[src/hdl/togu_pkg.sv]
// Shared types and codes for the timestamp-ordered resource grant unit.
package togu_pkg;

    typedef enum logic [2:0] {
        ST_IDLE,
        ST_INS,
        ST_INS_HEAD,
        ST_REL_FIND,
        ST_REL_SHIFT,
        ST_SCAN_START,
        ST_SCAN,
        ST_FLUSH
    } t_state;

    typedef enum logic [1:0] {
        STAT_OK        = 2'd0,
        STAT_REL_EMPTY = 2'd1,
        STAT_INS_FULL  = 2'd2
    } t_status;

    localparam logic        ACT_INSERT  = 1'b0;
    localparam logic        ACT_RELEASE = 1'b1;
    localparam logic [9:0]  CAP_RESET   = 10'd20;
    localparam logic        REG_CAP     = 1'b0;

endpackage

[src/hdl/timestamp_ordered_resource_grant_unit.sv]
// Top level: sorted request table in one memory, admission scan, grant output stage.
// Usage
//   Input stream (s_*): one beat is a request insert (s_tuser = 0) or a release
//   (s_tuser = 1) carrying stamp, requester id and amount. The table stays sorted
//   by (stamp, requester); a release drops the first entry of that requester.
//   After each beat the unit walks from the head, summing amounts while they fit
//   in the capacity register, and sends one output beat per newly granted
//   requester (m_tuser = 1, m_tlast on the final one). With no new grant, or on
//   a release into an empty table or an insert into a full one, a single beat
//   with m_tuser = 0, the status code and m_tlast = 1 is sent.
//   User writes capacity over the APB port at byte address 0 while idle (unchecked).
// Timing
//   One synchronous memory holds all entries (one read, one write per cycle).
//   A beat is accepted, then an insert walks down from the tail or a release
//   walks up from the head, then the scan sets up and walks entry by entry,
//   then the final beat is sent. The longest beat is an insert at the head of
//   a nearly full table. s_tready is high only in idle.
// Reset and stall
//   Reset empties the table (count to zero) and loads capacity 20. A stalled
//   receiver holds the output register; the scan pauses until a beat is taken.
module timestamp_ordered_resource_grant_unit
    import togu_pkg::*;
#(
    parameter int QUEUE_DEPTH = 16,
    parameter int ID_BITS     = 8
) (
    input  logic        i_clk,
    input  logic        i_rst_n,
    // APB configuration port
    input  logic        psel,
    input  logic        penable,
    input  logic        pwrite,
    input  logic [2:0]  paddr,
    input  logic [31:0] pwdata,
    output logic [31:0] prdata,
    output logic        pready,
    // input stream
    input  logic        s_tvalid,
    output logic        s_tready,
    input  logic [47:0] s_tdata,   // [31:0] stamp, [39:32] requester, [43:40] amount
    input  logic        s_tuser,   // [0] action
    // result stream
    output logic        m_tvalid,
    input  logic        m_tready,
    output logic [15:0] m_tdata,   // [7:0] grant_id, [9:8] status
    output logic        m_tuser,   // [0] granted
    output logic        m_tlast
);

    localparam int AW  = (QUEUE_DEPTH > 1) ? $clog2(QUEUE_DEPTH) : 1;
    localparam int CW  = $clog2(QUEUE_DEPTH + 1);
    localparam int IDW = ID_BITS;
    localparam int EW  = 37 + IDW;   // {stamp, id, amount, granted}

    // control and payload registers
    t_state          r_state, n_state;
    logic [CW-1:0]   r_count, n_count;
    logic [AW-1:0]   r_idx, n_idx;
    logic            r_act, n_act;
    logic [31:0]     r_stamp, n_stamp;
    logic [IDW-1:0]  r_id, n_id;
    logic [3:0]      r_amt, n_amt;
    logic [9:0]      r_sum, n_sum;
    logic            r_pend_v, n_pend_v;
    logic [IDW-1:0]  r_pend_id, n_pend_id;
    t_status         r_status, n_status;
    logic [9:0]      r_cap;
    logic            r_m_valid, n_m_valid;
    logic            r_m_gnt, n_m_gnt;
    logic [7:0]      r_m_id, n_m_id;
    t_status         r_m_status, n_m_status;
    logic            r_m_last, n_m_last;

    // entry memory
    logic [EW-1:0]   mem [QUEUE_DEPTH];
    logic [EW-1:0]   r_rdata;
    logic            mem_re, mem_we;
    logic [AW-1:0]   mem_raddr, mem_waddr;
    logic [EW-1:0]   mem_wdata;

    logic [31:0]     rd_stamp;
    logic [IDW-1:0]  rd_id;
    logic [3:0]      rd_amt;
    logic            rd_gnt;
    logic            new_less, at_last, fits, out_free, s_acc, cfg_wr;
    logic [10:0]     sum_next;
    logic [EW-1:0]   new_entry;

    assign rd_gnt    = r_rdata[0];
    assign rd_amt    = r_rdata[4:1];
    assign rd_id     = r_rdata[5 +: IDW];
    assign rd_stamp  = r_rdata[5 + IDW +: 32];
    assign new_entry = {r_stamp, r_id, r_amt, 1'b0};

    assign new_less = (r_stamp < rd_stamp) || ((r_stamp == rd_stamp) && (r_id < rd_id));
    assign at_last  = ((CW'(r_idx) + CW'(1)) == r_count);
    assign sum_next = {1'b0, r_sum} + 11'(rd_amt);
    assign fits     = (sum_next <= {1'b0, r_cap});
    assign out_free = !r_m_valid || m_tready;
    assign s_acc    = s_tvalid && s_tready;

    // configuration port
    assign pready = 1'b1;
    assign cfg_wr = psel && penable && pwrite;
    assign prdata = (paddr[2] == REG_CAP) ? {22'd0, r_cap} : 32'd0;

    always_ff @(posedge i_clk) begin
        if (!i_rst_n) begin
            r_cap <= CAP_RESET;
        end else if (cfg_wr && (paddr[2] == REG_CAP)) begin
            r_cap <= pwdata[9:0];
        end
    end

    // stream ports
    assign s_tready = (r_state == ST_IDLE);
    assign m_tvalid = r_m_valid;
    assign m_tdata  = {6'd0, r_m_status, r_m_id};
    assign m_tuser  = r_m_gnt;
    assign m_tlast  = r_m_last;

    // memory: one write, one registered read per cycle
    always_ff @(posedge i_clk) begin
        if (mem_we) begin
            mem[mem_waddr] <= mem_wdata;
        end
        if (mem_re) begin
            r_rdata <= mem[mem_raddr];
        end
    end

    // state and control registers
    always_ff @(posedge i_clk) begin
        if (!i_rst_n) begin
            r_state   <= ST_IDLE;
            r_count   <= '0;
            r_pend_v  <= 1'b0;
            r_m_valid <= 1'b0;
        end else begin
            r_state   <= n_state;
            r_count   <= n_count;
            r_pend_v  <= n_pend_v;
            r_m_valid <= n_m_valid;
        end
    end

    // payload registers
    always_ff @(posedge i_clk) begin
        r_idx      <= n_idx;
        r_act      <= n_act;
        r_stamp    <= n_stamp;
        r_id       <= n_id;
        r_amt      <= n_amt;
        r_sum      <= n_sum;
        r_pend_id  <= n_pend_id;
        r_status   <= n_status;
        r_m_gnt    <= n_m_gnt;
        r_m_id     <= n_m_id;
        r_m_status <= n_m_status;
        r_m_last   <= n_m_last;
    end

    // sequencer: insert walks down from the tail, release walks up from the
    // head, then the admission scan walks up from the head
    always_comb begin
        n_state    = r_state;
        n_count    = r_count;
        n_idx      = r_idx;
        n_act      = r_act;
        n_stamp    = r_stamp;
        n_id       = r_id;
        n_amt      = r_amt;
        n_sum      = r_sum;
        n_pend_v   = r_pend_v;
        n_pend_id  = r_pend_id;
        n_status   = r_status;
        n_m_valid  = r_m_valid && !m_tready;
        n_m_gnt    = r_m_gnt;
        n_m_id     = r_m_id;
        n_m_status = r_m_status;
        n_m_last   = r_m_last;
        mem_re     = 1'b0;
        mem_raddr  = r_idx;
        mem_we     = 1'b0;
        mem_waddr  = r_idx;
        mem_wdata  = r_rdata;

        unique case (r_state)
            ST_IDLE: begin
                if (s_acc) begin
                    n_act    = s_tuser;
                    n_stamp  = s_tdata[31:0];
                    n_id     = IDW'(s_tdata[39:32]);
                    n_amt    = s_tdata[43:40];
                    n_pend_v = 1'b0;
                    n_status = STAT_OK;
                    if (s_tuser == ACT_INSERT) begin
                        if (r_count == CW'(QUEUE_DEPTH)) begin
                            n_status = STAT_INS_FULL;
                            n_state  = ST_FLUSH;
                        end else if (r_count == '0) begin
                            n_idx   = '0;
                            n_state = ST_INS_HEAD;
                        end else begin
                            // fetch the tail entry
                            mem_re    = 1'b1;
                            mem_raddr = AW'(r_count - CW'(1));
                            n_idx     = mem_raddr;
                            n_state   = ST_INS;
                        end
                    end else begin
                        if (r_count == '0) begin
                            n_status = STAT_REL_EMPTY;
                            n_state  = ST_FLUSH;
                        end else begin
                            mem_re    = 1'b1;
                            mem_raddr = '0;
                            n_idx     = '0;
                            n_state   = ST_REL_FIND;
                        end
                    end
                end
            end

            ST_INS: begin
                mem_we    = 1'b1;
                mem_waddr = AW'(r_idx + AW'(1));
                if (new_less) begin
                    // move the entry up one place, keep walking down
                    mem_wdata = r_rdata;
                    if (r_idx == '0) begin
                        n_state = ST_INS_HEAD;
                    end else begin
                        mem_re    = 1'b1;
                        mem_raddr = AW'(r_idx - AW'(1));
                        n_idx     = mem_raddr;
                    end
                end else begin
                    mem_wdata = new_entry;
                    n_count   = CW'(r_count + CW'(1));
                    n_state   = ST_SCAN_START;
                end
            end

            ST_INS_HEAD: begin
                mem_we    = 1'b1;
                mem_waddr = '0;
                mem_wdata = new_entry;
                n_count   = CW'(r_count + CW'(1));
                n_state   = ST_SCAN_START;
            end

            ST_REL_FIND: begin
                if (rd_id == r_id) begin
                    if (at_last) begin
                        n_count = CW'(r_count - CW'(1));
                        n_state = ST_SCAN_START;
                    end else begin
                        mem_re    = 1'b1;
                        mem_raddr = AW'(r_idx + AW'(1));
                        n_idx     = mem_raddr;
                        n_state   = ST_REL_SHIFT;
                    end
                end else if (at_last) begin
                    // no match: table unchanged
                    n_state = ST_SCAN_START;
                end else begin
                    mem_re    = 1'b1;
                    mem_raddr = AW'(r_idx + AW'(1));
                    n_idx     = mem_raddr;
                end
            end

            ST_REL_SHIFT: begin
                // close the gap: move entry down one place
                mem_we    = 1'b1;
                mem_waddr = AW'(r_idx - AW'(1));
                mem_wdata = r_rdata;
                if (at_last) begin
                    n_count = CW'(r_count - CW'(1));
                    n_state = ST_SCAN_START;
                end else begin
                    mem_re    = 1'b1;
                    mem_raddr = AW'(r_idx + AW'(1));
                    n_idx     = mem_raddr;
                end
            end

            ST_SCAN_START: begin
                n_sum    = '0;
                n_pend_v = 1'b0;
                n_status = STAT_OK;
                if (r_count == '0) begin
                    n_state = ST_FLUSH;
                end else begin
                    mem_re    = 1'b1;
                    mem_raddr = '0;
                    n_idx     = '0;
                    n_state   = ST_SCAN;
                end
            end

            ST_SCAN: begin
                if (!fits) begin
                    n_state = ST_FLUSH;
                end else if (!rd_gnt && r_pend_v && !out_free) begin
                    // hold: the pending grant cannot move to the output yet
                    n_state = ST_SCAN;
                end else begin
                    n_sum = sum_next[9:0];
                    if (!rd_gnt) begin
                        if (r_pend_v) begin
                            n_m_valid  = 1'b1;
                            n_m_gnt    = 1'b1;
                            n_m_id     = 8'(r_pend_id);
                            n_m_status = STAT_OK;
                            n_m_last   = 1'b0;
                        end
                        n_pend_v  = 1'b1;
                        n_pend_id = rd_id;
                        mem_we    = 1'b1;
                        mem_waddr = r_idx;
                        mem_wdata = {r_rdata[EW-1:1], 1'b1};
                    end
                    if (at_last) begin
                        n_state = ST_FLUSH;
                    end else begin
                        mem_re    = 1'b1;
                        mem_raddr = AW'(r_idx + AW'(1));
                        n_idx     = mem_raddr;
                    end
                end
            end

            ST_FLUSH: begin
                if (out_free) begin
                    n_m_valid = 1'b1;
                    n_m_last  = 1'b1;
                    if (r_pend_v) begin
                        n_m_gnt    = 1'b1;
                        n_m_id     = 8'(r_pend_id);
                        n_m_status = STAT_OK;
                    end else begin
                        n_m_gnt    = 1'b0;
                        n_m_id     = '0;
                        n_m_status = r_status;
                    end
                    n_pend_v = 1'b0;
                    n_state  = ST_IDLE;
                end
            end

            default: begin
                n_state = ST_IDLE;
            end
        endcase
    end

    // checks
    a_count_bound: assert property (@(posedge i_clk) disable iff (!i_rst_n)
        r_count <= CW'(QUEUE_DEPTH))
        else $error("entry count above table depth");

    a_no_write_idle: assert property (@(posedge i_clk) disable iff (!i_rst_n)
        (r_state == ST_IDLE) |-> !mem_we)
        else $error("table written while idle");

    a_accept_leaves_idle: assert property (@(posedge i_clk) disable iff (!i_rst_n)
        s_acc |=> (r_state != ST_IDLE))
        else $error("accepted beat did not start work");

    a_count_step: assert property (@(posedge i_clk) disable iff (!i_rst_n)
        $past(i_rst_n) |-> (r_count == $past(r_count)) ||
                           (r_count == CW'($past(r_count) + CW'(1))) ||
                           (r_count == CW'($past(r_count) - CW'(1))))
        else $error("entry count moved by more than one");

    a_grant_ok: assert property (@(posedge i_clk) disable iff (!i_rst_n)
        (r_m_valid && r_m_gnt) |-> (r_m_status == STAT_OK))
        else $error("grant beat carries an error status");

    a_mid_flush: assert property (@(posedge i_clk) disable iff (!i_rst_n)
        (r_m_valid && !r_m_last) |-> r_m_gnt)
        else $error("non-final beat without a grant");

endmodule

[config.mk]
export PLATFORM = sky130hd
export DESIGN_NAME = timestamp_ordered_resource_grant_unit
export DESIGN_NICKNAME = d
export VERILOG_FILES = /design/src/hdl/togu_pkg.sv /design/src/hdl/timestamp_ordered_resource_grant_unit.sv
export SDC_FILE = /design/constraint.sdc
export NUM_CORES = 1
export LEC_CHECK = 0
export BUFFER_PORTS_ARGS = -buffer_cell sky130_fd_sc_hd__buf_2
export CAP_MARGIN = 25
export CORE_AREA = 2 2 332 334
export DETAILED_ROUTE_END_ITERATION = 6
export DIE_AREA = 0 0 334 336
export GPL_TIMING_DRIVEN = 0
export MAX_ROUTING_LAYER = met4
export PLACE_DENSITY_LB_ADDON = 0.1
export SYNTH_ARGS = -nofsm -noshare
export SYNTH_HDL_FRONTEND = slang
export SYNTH_SLANG_ARGS = --single-unit
export TNS_END_PERCENT = 1
[constraint.sdc]
create_clock -name i_clk -period 8 [get_ports i_clk]
set_input_delay 0.8 -clock i_clk [delete_from_list [all_inputs] [get_ports i_clk]]
set_output_delay 0.8 -clock i_clk [all_outputs]
set_load 0.1 [all_outputs]
== Word-level counts from Yosys, hierarchy flattened ==
Memories as Yosys holds them, arrays and structs flattened. A register that Yosys moved wholly into a read port is not among the register bits.
Index checks and enable logic that the tools add are counted.
Word-level totals
  bits in registers: 100
  RAM bits: 720
  input bits: 91
  memories: 1
Cells by class
  add/sub/neg operators: 6
  $lt $le $gt $ge: 3
  eq/ne operators: 22
  muxes and demuxes: 105
  bitwise logic cells: 3
  reduce and logical (&&, ||, !) cells: 34
Memories
  mem: words 16, width 45, rd ports 1, clocked after memory_dff 1, write ports 1, line timestamp_ordered_resource_grant_unit.sv:75  | logic [EW-1:0] mem [QUEUE_DEPTH];
Operators by type and width (count)
  45-bit one-hot mux with 3 select lines: 1
  4-bit 2-to-1 mux: 14
  8-bit 2-to-1 mux: 6
  45-bit 2-to-1 mux: 1
  1-bit 2-to-1 mux: 40
  4-bit one-hot mux with 5 select lines: 2
  3-bit 2-to-1 mux: 12
  32-bit == test: 1
  32-bit < comparator: 1
  10-bit 2-to-1 mux: 3
  3-bit one-hot mux with 8 select lines: 1
  2-bit 2-to-1 mux: 10
  10-bit one-hot mux with 2 select lines: 1
  5-bit one-hot mux with 4 select lines: 1
  8-bit one-hot mux with 2 select lines: 1
  5-bit 2-to-1 mux: 3
  2-bit != test (second input constant): 7
  3-bit == test (second input constant): 4
  4-bit one-hot mux with 3 select lines: 1
  6-bit AND reduction: 2
  10-bit by 4-bit adder with 11-bit output: 1
  11-bit by 10-bit <= comparator with 1-bit output: 1
  3-bit AND reduction: 3
  8-bit == test: 1
  other kinds (31): 55

== Longest topological paths before layout ==
Gate-level depths: netlist of run 1.
  depth after elaboration: 9
  mapped depth: 22
  mapped depth without buffers: 18

== Worst setup path after synthesis of run 1 ==
No wires, ideal clock.
  path type: register to register
  from: register r_rdata[1], read port of mem
  to: memory mem[2][0] in the netlist's numbering (enable)
  arrival time: 6.080 ns
  data required time: 7.552 ns
  slack: 1.472 ns
  cell stages (with the launch flop): 17
  buffers on the path: 0
  clock period less this slack: 6.528 ns
  path through: edfxtp_1 -> ha_1 -> inv_1 -> fa_1 -> nand2b_1 -> a21oi_1 -> and3_1 -> xor2_1 -> ha_1 -> nand4_1 -> nor3_1 -> a2bb2oi_2 -> nand2_1 -> nor4_1 -> inv_1 -> o32a_1 -> nor2_1
Between the ends
  word-level cells in the longest chain between the ends: 6
RTL lines
  from (decl): line timestamp_ordered_resource_grant_unit.sv:76  | logic [EW-1:0] r_rdata;
  10-bit by 4-bit adder with 11-bit output: line timestamp_ordered_resource_grant_unit.sv:97  | assign sum_next = {1'b0, r_sum} + 11'(rd_amt);
  named net sum_next[6]: line timestamp_ordered_resource_grant_unit.sv:86  | logic [10:0] sum_next;
  11-bit by 10-bit <= comparator with 1-bit output: line timestamp_ordered_resource_grant_unit.sv:98  | assign fits = (sum_next <= {1'b0, r_cap});
  1-bit 2-to-1 mux: line timestamp_ordered_resource_grant_unit.sv:304  | if (!fits) begin
  1-bit one-hot mux with 2 select lines: line timestamp_ordered_resource_grant_unit.sv:188  | unique case (r_state)
  1-bit 2-to-1 mux: line timestamp_ordered_resource_grant_unit.sv:124  | if (mem_we) begin
  1-bit 2-to-1 mux (not written as such): line timestamp_ordered_resource_grant_unit.sv:125  | mem[mem_waddr] <= mem_wdata;
  to (decl): line timestamp_ordered_resource_grant_unit.sv:75
The timed path passes the listed nets, and every way through them passes these cells.

== Worst setup path after layout of run 1 ==
  from: register r_rdata[1], read port of mem
  to: register r_rdata[15], read port of mem, data pin
Between the ends
  word-level cells in the longest chain between the ends: 4
  elaborated cells between the ends (all ways): 6
  those cells by class: 1 x add/sub; 1 x order compare; 4 x mux
RTL lines (line)
  10-bit by 4-bit adder with 11-bit output *: timestamp_ordered_resource_grant_unit.sv:97
  named net sum_next[6]: timestamp_ordered_resource_grant_unit.sv:86
  11-bit by 10-bit <= comparator with 1-bit output *: timestamp_ordered_resource_grant_unit.sv:98
  4-bit 2-to-1 mux / 1-bit 2-to-1 mux (equally long branches): timestamp_ordered_resource_grant_unit.sv:304
  4-bit one-hot mux with 5 select lines / 1-bit one-hot mux with 5 select lines (equally long branches): timestamp_ordered_resource_grant_unit.sv:188
Mark *: on every way through the listed nets, which the timed path passes. The rest lies on a longest branch.
A chain may end at the register's enable or synchronous reset.

==> results of run 1 <==
==> critical path: stages (launching register included) <==
cell       delay (ps)
edfxtp_1          360
ha_1              170
inv_1              50
fa_1              400
nand2b_1          160
a21oi_1           390
and3_1            240
xor2_1            240
ha_1              180
nand4_1           140
nor3_1            340
a2bb2oi_2         300
a21oi_1           220
nor3_2            530
a41oi_1           320
a2111o_1          360
buf_2             270
clkbuf_1          360
a21oi_2           620
buf_6             240
clkbuf_1          650
o211ai_1          230
o211ai_1          160
==> worst min path at each step <==
stage          slack (ps)  depth (start not counted)                     to
6_report              300                          1  r_stamp[26]$_DFFE_PP_
5_1_grt               270                          1  r_stamp[12]$_DFFE_PP_
4_1_cts               250                          1  r_stamp[26]$_DFFE_PP_
3_5_place_dp          450                          2  r_cap[6]$_SDFFE_PN0P_
3_3_place_gp          450                          2  r_cap[5]$_SDFFE_PN0P_
2_1_floorplan         440                          2  r_cap[1]$_SDFFE_PN0P_
==> layout make-up <==
class	count	area (µm²)
antenna	4	10.0
buffer	247	1170
clock buffer	124	2640
clock inverter	58	520
fill	10000	64000
inverter	73	274
multi-input combinational	1575	10700
sequential	865	25800
tap	1414	1770
timing repair buffer	165	1540
==> logic make-up after synthesis <==
| family | synth area share [%] |
|---|---|
| fa+ha+maj | 1.98 |
| flops | 68.4 |
| other cells | 0.0199 |
| xor+xnor | 0.535 |
| mux | 2.82 |
| simple gates | 10.6 |
| buf+inv | 3.83 |
| compound gates | 11.8 |
==> metrics by stage <==
| stage | TNS (ps) | instances | utilization (%) |
|---|---|---|---|
| 3_5_place_dp | 0 | 4338 | 38.1 |
| 2_1_floorplan | 0 | 2760 | - |
| 5_1_grt | 0 | 4524 | 41.0 |
| 6_report | 0 | 4525 | 41.0 |
| 3_3_place_gp | -1531400 | 4260 | 36.9 |
| 4_1_cts | 0 | 4520 | 41.0 |
==> flip-flops by register name (all words and copies together) (netlist names), 2 cells and up <==
signal / flops
r_pend_id: 8
r_sum: 10
r_count: 5
r_m_id: 8
r_id: 8
r_stamp: 32
r_m_status: 2
r_status: 2
r_idx: 4
r_state: 3
r_amt: 4
r_cap: 10
r_rdata: 45
mem: 720
==> routing by layer <==
layer | vias up | track usage, %
met1 | 12800 | 29.3
met4 | 0 | 6.01
met3 | 173 | 3.33
met2 | 848 | 35.4
li1 | 11400 | -
met5 | - | -
==> cell usage after synthesis, types with 7 or more instances <==
cell type / n
or4_1: 44
mux2i_1: 7
mux2_2: 88
a21oi_1: 51
xor2_1: 9
nor3_1: 11
inv_1: 72
ha_1: 58
a21o_1: 7
o21ai_1: 20
a211oi_1: 9
edfxtp_1: 845
nand3_1: 196
buf_2: 39
clkbuf_1: 149
buf_4: 37
o211ai_1: 138
buf_1: 13
nor2_1: 75
nand2b_1: 8
nand4_1: 12
a31oi_1: 11
a2111oi_0: 169
and3_1: 187
dfxtp_1: 20
a2111oi_1: 7
xnor2_1: 14
o21ai_0: 136
buf_6: 7
nor2b_1: 19
nand2_1: 166
==> flow_summary.ini, run 1 <==
[clock_network]
clockRootBuffer = clkbuf_16
clock-sinks = 865
cts.htree.levels = 3
numCtsBuffers = 99
cts_hold_buf = 0
post-cts-setup-buffers = 0
post_cts_resized = 0
clkTransAtPathRegs_ps = 60
cts_tree = built
clockBufferDepth = 3
clock_latency_ps = 680

[critical_path]
r2r_start = r_rdata[1]$_DFFE_PP_
critPathMaxFanout = 10
worst-r2r-cell-count = 22
reg2reg_to = r_rdata[15]$_DFFE_PP_
path_class = reg2reg
endpoint = r_rdata[15]$_DFFE_PP_
worstSetupStartpointType = flop
critPathArrivalTime_ps = 7610
critPathCaptureType = flop
crit_required_ps = 8510
r2r_slack_ps = 900
startpoint = r_rdata[1]$_DFFE_PP_

[timing]
finalCritPeriodShare_pct = 88.7
maxSlewHeadroom_pct = 25.0
fin_skew_ps = 40.5
hold_viol = 0
fin_hold_ws_ps = 296
min_period_ps = 7100
fmax_mhz = 141
tightestPinTransition_ps = 1130
rsz0062_at_grt = false
finalSetupViolCount = 0
slew_viol_final = 0
timing.final.ws_setup_ps = 903

[routing]
firstDrtPassIters = 5
wl_met1_mm = 53.5
routed-via-count = 25100
top_layer = met4
wire_per_inst_um = 26.8
via_per_inst = 5.55
drc = 0
detail_route.iter0.violations = 2310
met3_length_mm = 7.15
postRouteAntennaNets = 0
route.met2.wl_mm = 57.5
postRouteWirelength_mm = 121

[floorplanning]
rows = 121
die_area_um2 = 112000
initial_core_util_pct = 34.8
die_w_um = 334
ios = 144
fp.dieH_um = 336
core_area_um2 = 108000

[finish]
mostFrequentLayoutCell = edfxtp_1
areaGrowthSynthToFinish_pct = 17.9
final_cell_mix = 845 x edfxtp_1, 196 x nand3_1, 187 x and3_1
fin_nets = 3176
fin_area_um2 = 44400
drive_gt1_share_pct = 16.7

[run]
max-cap-violations = 0

[logic_synthesis]
avgSynthCellArea_um2 = 13.8
synth_top_area_cell = edfxtp_1
ys.warnings.count = 0
yosysUniqueCellTypes = 90
yosysSeqAreaShare_pct = 68.4
ys_seq_elements = 865
synth_area_leaders = edfxtp_1 67%, a2111oi_0 3.9%, and3_1 3.1%
synth_top_area_share_pct = 67.3
synth_edf_count = 845
synth-async-reset-ratio_pct = 0
synth_cells = 2733
synth-main-ff-cell = edfxtp_1
syn_area_um2 = 37700

[placement]
portBuffers = 86
placed_cell_area_um2 = 41300
dp_hpwl_mm = 86.8
finalWeightedCongestion = 0.859
post-place-ws_ps = 930

[global_route]
globalRouteTotalUtil_pct = 22.1
grt_pass1_wl_mm = 175
grt_pass1_vias = 25100
grt_max_degree = 46
antenna_found_initial = 7
grt_overflow = 0

[min_path]
hold_path.class = in2reg
hp-start = s_tdata[26]

[run_status]
status = finished clean
Power of run 1 is left out: the tool's default activity adds up to more than one toggle a clock period on the data nets, which glitch-free logic cannot reach.
==> run 2: changes to the inputs <==
--- a/config.mk
+++ b/config.mk
@@ -11,7 +11,6 @@
 export DETAILED_ROUTE_END_ITERATION = 6
 export DIE_AREA = 0 0 334 336
 export GPL_TIMING_DRIVEN = 0
-export MAX_ROUTING_LAYER = met4
 export PLACE_DENSITY_LB_ADDON = 0.1
 export SYNTH_ARGS = -nofsm -noshare
 export SYNTH_HDL_FRONTEND = slang
==> run 2 against run 1 <==
Final area shrank 0.19%. First-iteration DRC count shrank 7.9%. Sequential share of layout area grew 0.11 points. Final cell count is essentially flat. Largest cell class unchanged. Highest routed layer unchanged.
==> flow_summary.ini, run 2 (synthesis results as in run 1) <==
[placement]
placedCellCount = 4337
post-place-ws_ps = 1020
finalWeightedCongestion = 0.856
portBuffers = 86
dp_hpwl_mm = 86.5

[timing]
slew_viol_final = 0
fin_skew_ps = 25.7
fmax_mhz = 142
finalSetupViolCount = 0
tightestPinTransition_ps = 1050
finalCritPeriodShare_pct = 87.8
fin_hold_ws_ps = 300
min_period_ps = 7020
maxSlewHeadroom_pct = 29.8
rsz0062_at_grt = false
hold_viol = 0
timing.final.ws_setup_ps = 980

[critical_path]
startpoint = r_rdata[1]$_DFFE_PP_
path_class = reg2reg
critPathMaxFanout = 11
cp_top_family = compound AO/OA/AOI/OAI gates
cp.depth = 22
cp_num_buf_inv = 5
r2r_slack_ps = 980
r2r_start = r_rdata[1]$_DFFE_PP_
max_stage_delay_ps = 690
crit_required_ps = 8470
critPathArrivalTime_ps = 7490
crit_chain = ha_1 > inv_1 > fa_1 > nand2b_1 > a21oi_1 > and3_1 > xor2_1 > ha_1 > nand4_1 > nor3_1 > a2bb2oi_2 > a21oi_1 > or3_4 > o31ai_4 > clkbuf_1 > clkbuf_1 > buf_2 > buf_2 > nand3_1 > nand3_1 > o211ai_1 > o211ai_1
worstSetupStartpointType = flop
worst-r2r-cell-count = 22
critPathCaptureType = flop
crit_path_top_delay_cell = o31ai_4
reg2reg_to = r_rdata[7]$_DFFE_PP_

[clock_network]
clock-sinks = 865
cts_hold_buf = 0
clockRootBuffer = clkbuf_16
post-cts-setup-buffers = 0
post_cts_resized = 0
clkTransAtPathRegs_ps = 60
cts.htree.levels = 3
clock_latency_ps = 680
cts_tree = built
numCtsBuffers = 99
clockBufferDepth = 3

[finish]
fillers = 10100
fin_nets = 3174
final_cell_mix = 845 x edfxtp_1, 196 x nand3_1, 187 x and3_1
mostFrequentLayoutCell = edfxtp_1
largest_reg_flops = 720
regMostFlops = mem
fin_util_pct = 40.9
stdcell_count = 4523
drive_gt1_share_pct = 17.2
largestRegisters = mem (720), r_rdata (45), r_stamp (32)
areaGrowthSynthToFinish_pct = 17.7

[floorplanning]
initial_core_util_pct = 34.8
fp.dieH_um = 336
core_area_um2 = 108000
die_w_um = 334
die_area_um2 = 112000
rows = 121
ios = 144

[run_status]
status = finished clean

[global_route]
globalRouteTotalUtil_pct = 21.4
grt_overflow = 0
grt_max_degree = 46
grt_pass1_wl_mm = 176
grt_pass1_vias = 25300
antenna_found_initial = 6

[routing]
wire_per_inst_um = 26.8
detail_route.iter0.violations = 2128
postRouteWirelength_mm = 121
firstDrtPassIters = 5
routed-via-count = 25100
via_per_inst = 5.55
postRouteAntennaNets = 0
drc = 0

[min_path]
hp-start = s_tdata[5]
hold_path.class = in2reg
whs_path_depth = 1
hold_path_end = r_stamp[5]$_DFFE_PP_

[run]
max-cap-violations = 0
run 2: how the worst max path moves through the flow:
stage / end
6_report: r_rdata[7]$_DFFE_PP_
2_1_floorplan: mem[2][0]$_DFFE_PP_
3_5_place_dp: r_rdata[41]$_DFFE_PP_
5_1_grt: r_rdata[36]$_DFFE_PP_
3_3_place_gp: mem[0][17]$_DFFE_PP_
4_1_cts: r_rdata[41]$_DFFE_PP_
run 2: stage by stage:
| stage | TNS, ps | area, µm² |
|---|---|---|
| 2_1_floorplan | 0 | 37800 |
| 3_3_place_gp | -1535950 | 40000 |
| 3_5_place_dp | 0 | 41300 |
| 4_1_cts | 0 | 44300 |
| 5_1_grt | 0 | 44300 |
| 6_report | 0 | 44300 |
run 2: metal layers:
metal / vias to the layer above / GRT usage [%] / part of all wire, %
met4: 0 / 7.28 / 3.3
met5: - / 0 / 0
met2: 810 / 34.6 / 46
li1: 11400 / - / -
met1: 12800 / 29.6 / 45
met3: 185 / 3.00 / 5.5
run 2: cell type report:
| type | instances | area, µm² | area share [%] |
|---|---|---|---|
| inverter | 73 | 274 | 0.618 |
| sequential | 865 | 25800 | 58.1 |
| timing repair buffer | 163 | 1540 | 3.47 |
| clock inverter | 62 | 485 | 1.09 |
| antenna | 2 | 5.00 | 0.0113 |
| clock buffer | 122 | 2580 | 5.83 |
| multi-input combinational | 1575 | 10700 | 24.2 |
| tap | 1414 | 1770 | 3.99 |
| buffer | 247 | 1170 | 2.64 |
Power of run 2 is left out for the same reason.
==> run 3: changes to the inputs <==
--- a/config.mk
+++ b/config.mk
@@ -7,10 +7,11 @@
 export LEC_CHECK = 0
 export BUFFER_PORTS_ARGS = -buffer_cell sky130_fd_sc_hd__buf_2
 export CAP_MARGIN = 25
-export CORE_AREA = 2 2 332 334
+export CORE_AREA = 2 2 256 258
 export DETAILED_ROUTE_END_ITERATION = 6
-export DIE_AREA = 0 0 334 336
+export DIE_AREA = 0 0 258 260
 export GPL_TIMING_DRIVEN = 0
+export MAX_ROUTING_LAYER = met4
 export PLACE_DENSITY_LB_ADDON = 0.1
 export SYNTH_ARGS = -nofsm -noshare
 export SYNTH_HDL_FRONTEND = slang
==> run 3 against run 2 <==
Utilization up 27 points. Flip-flop and latch count is the same. Worst setup slack got worse by 84 ps. Global-route usage up 12 points. Register-to-register slack worse by 80 ps. First-iteration DRC count grew 52%. Clock skew is 9.7 ps higher. Die area is 40% lower. Wire length decreased by 9.6%.
==> flow_summary.ini, run 3 (synthesis results as in run 1) <==
[floorplanning]
fp.dieH_um = 260
ios = 144
core_area_um2 = 64100
rows = 93
die_area_um2 = 67100
die_w_um = 258
initial_core_util_pct = 58.8

[finish]
largestRegisters = mem (720), r_rdata (45), r_stamp (32)
regArea_um2 = 25800
regMostFlops = mem
largest_reg_flops = 720
fin_nets = 3165
multiInputGateArea_um2 = 10700
drive_gt1_share_pct = 16.6
mostFrequentLayoutCell = edfxtp_1
fin_util_pct = 67.4
fillers = 4514
final_cell_mix = 845 x edfxtp_1, 196 x nand3_1, 187 x and3_1
stdcell_count = 3948
areaGrowthSynthToFinish_pct = 14.7

[timing]
fmax_mhz = 141
slew_viol_final = 0
tightestPinTransition_ps = 1050
rsz0062_at_grt = false
timing.final.ws_setup_ps = 896
min_period_ps = 7100
finalCritPeriodShare_pct = 88.8
fin_skew_ps = 35.4
maxSlewHeadroom_pct = 29.4
hold_viol = 0
finalSetupViolCount = 0
fin_tns_setup_ps = 0

[global_route]
grt.met2_usage_pct = 51.8
grt_overflow = 0
grt-busiest-layer = met2
grt_pass1_vias = 25300
grt_util_met1_pct = 43.5
grt_util_met3_pct = 7.07
grt_pass1_wl_mm = 160
globalRouteTotalUtil_pct = 33.6
antenna_found_initial = 3
grt_max_degree = 28

[routing]
firstDrtPassIters = 6
drc = 0
postRouteWirelength_mm = 110
routed-via-count = 25900
postRouteAntennaNets = 0
wire_per_inst_um = 27.8
via_per_inst = 6.55
detail_route.iter0.violations = 3235

[critical_path]
worstSetupStartpointType = flop
crit_required_ps = 8420
critPathArrivalTime_ps = 7530
path_class = reg2reg
crit_chain = ha_1 > inv_1 > fa_1 > nand2b_1 > a21oi_1 > and3_1 > xor2_1 > ha_1 > nand4_1 > nor3_1 > a2bb2oi_2 > a21oi_1 > nor3_2 > a41oi_1 > a2111o_1 > buf_2 > clkbuf_1 > a21oi_2 > buf_6 > clkbuf_1 > o211ai_1 > o211ai_1
max_stage_delay_ps = 610
crit_path_top_delay_cell = a21oi_2
critPathCaptureType = flop
critPathMaxFanout = 10

[placement]
dp_hpwl_mm = 75.8
portBuffers = 86
finalWeightedCongestion = 0.937
placedCellCount = 3778
post-place-ws_ps = 1090

[clock_network]
cts_hold_buf = 0
numCtsBuffers = 89
cts.htree.levels = 3
clockRootBuffer = clkbuf_16
clkTransAtPathRegs_ps = 60
cts_tree = built
clock_latency_ps = 660
clock-sinks = 865
post-cts-setup-buffers = 0
clockBufferDepth = 3
post_cts_resized = 0

[run_status]
status = finished clean

[min_path]
hold_path.class = in2reg

[run]
max-cap-violations = 0
[run 3: through the flow]
step                      area (µm²)  hold WS, ps
after CTS                      43200          287
after detailed placement       40400          452
after global placement         39300          445
after floorplan                37800          436
after global routing           43200          300
final                          43200          312
[run 3: worst paths after layout]
check,start,to,slack (ps),cells past startpoint
setup reg to reg,r_rdata[1]$_DFFE_PP_,r_rdata[16]$_DFFE_PP_,900,22
hold / removal,s_tdata[23],r_stamp[23]$_DFFE_PP_,310,1
hold reg to reg,r_cap[9]$_SDFFE_PN0P_,r_cap[9]$_SDFFE_PN0P_,460,2
setup / recovery,r_rdata[1]$_DFFE_PP_,r_rdata[16]$_DFFE_PP_,900,22
[run 3: metal layers]
metal / part of all wire, % / wire length (µm)
met5: 0 / 0
met2: 47 / 51200
met3: 11 / 11700
met1: 38 / 41700
met4: 4.7 / 5190
[run 3: critical path, delay by kind of cell (launching register included)]
| family | cells | cell delay [ps] |
|---|---|---|
| AO/OA/AOI/OAI | 8 | 2680 |
| XOR/XNOR | 1 | 90 |
| adder cells (fa/ha/maj) | 3 | 860 |
| buffers and inverters | 5 | 1420 |
| flip-flops | 1 | 350 |
| AND/OR/NAND/NOR | 5 | 1480 |
[run 3: cell type report]
class	instances	share of cell area (%)
clock buffers	108	5.32
diodes	6	0.0347
multi-input cells	1575	24.8
flip-flops and latches	865	59.6
inverters	73	0.634
well taps	855	2.47
clock inverters	55	1.13
plain buffers	247	2.71
repair buffers	164	3.32
Power of run 3 is left out for the same reason.
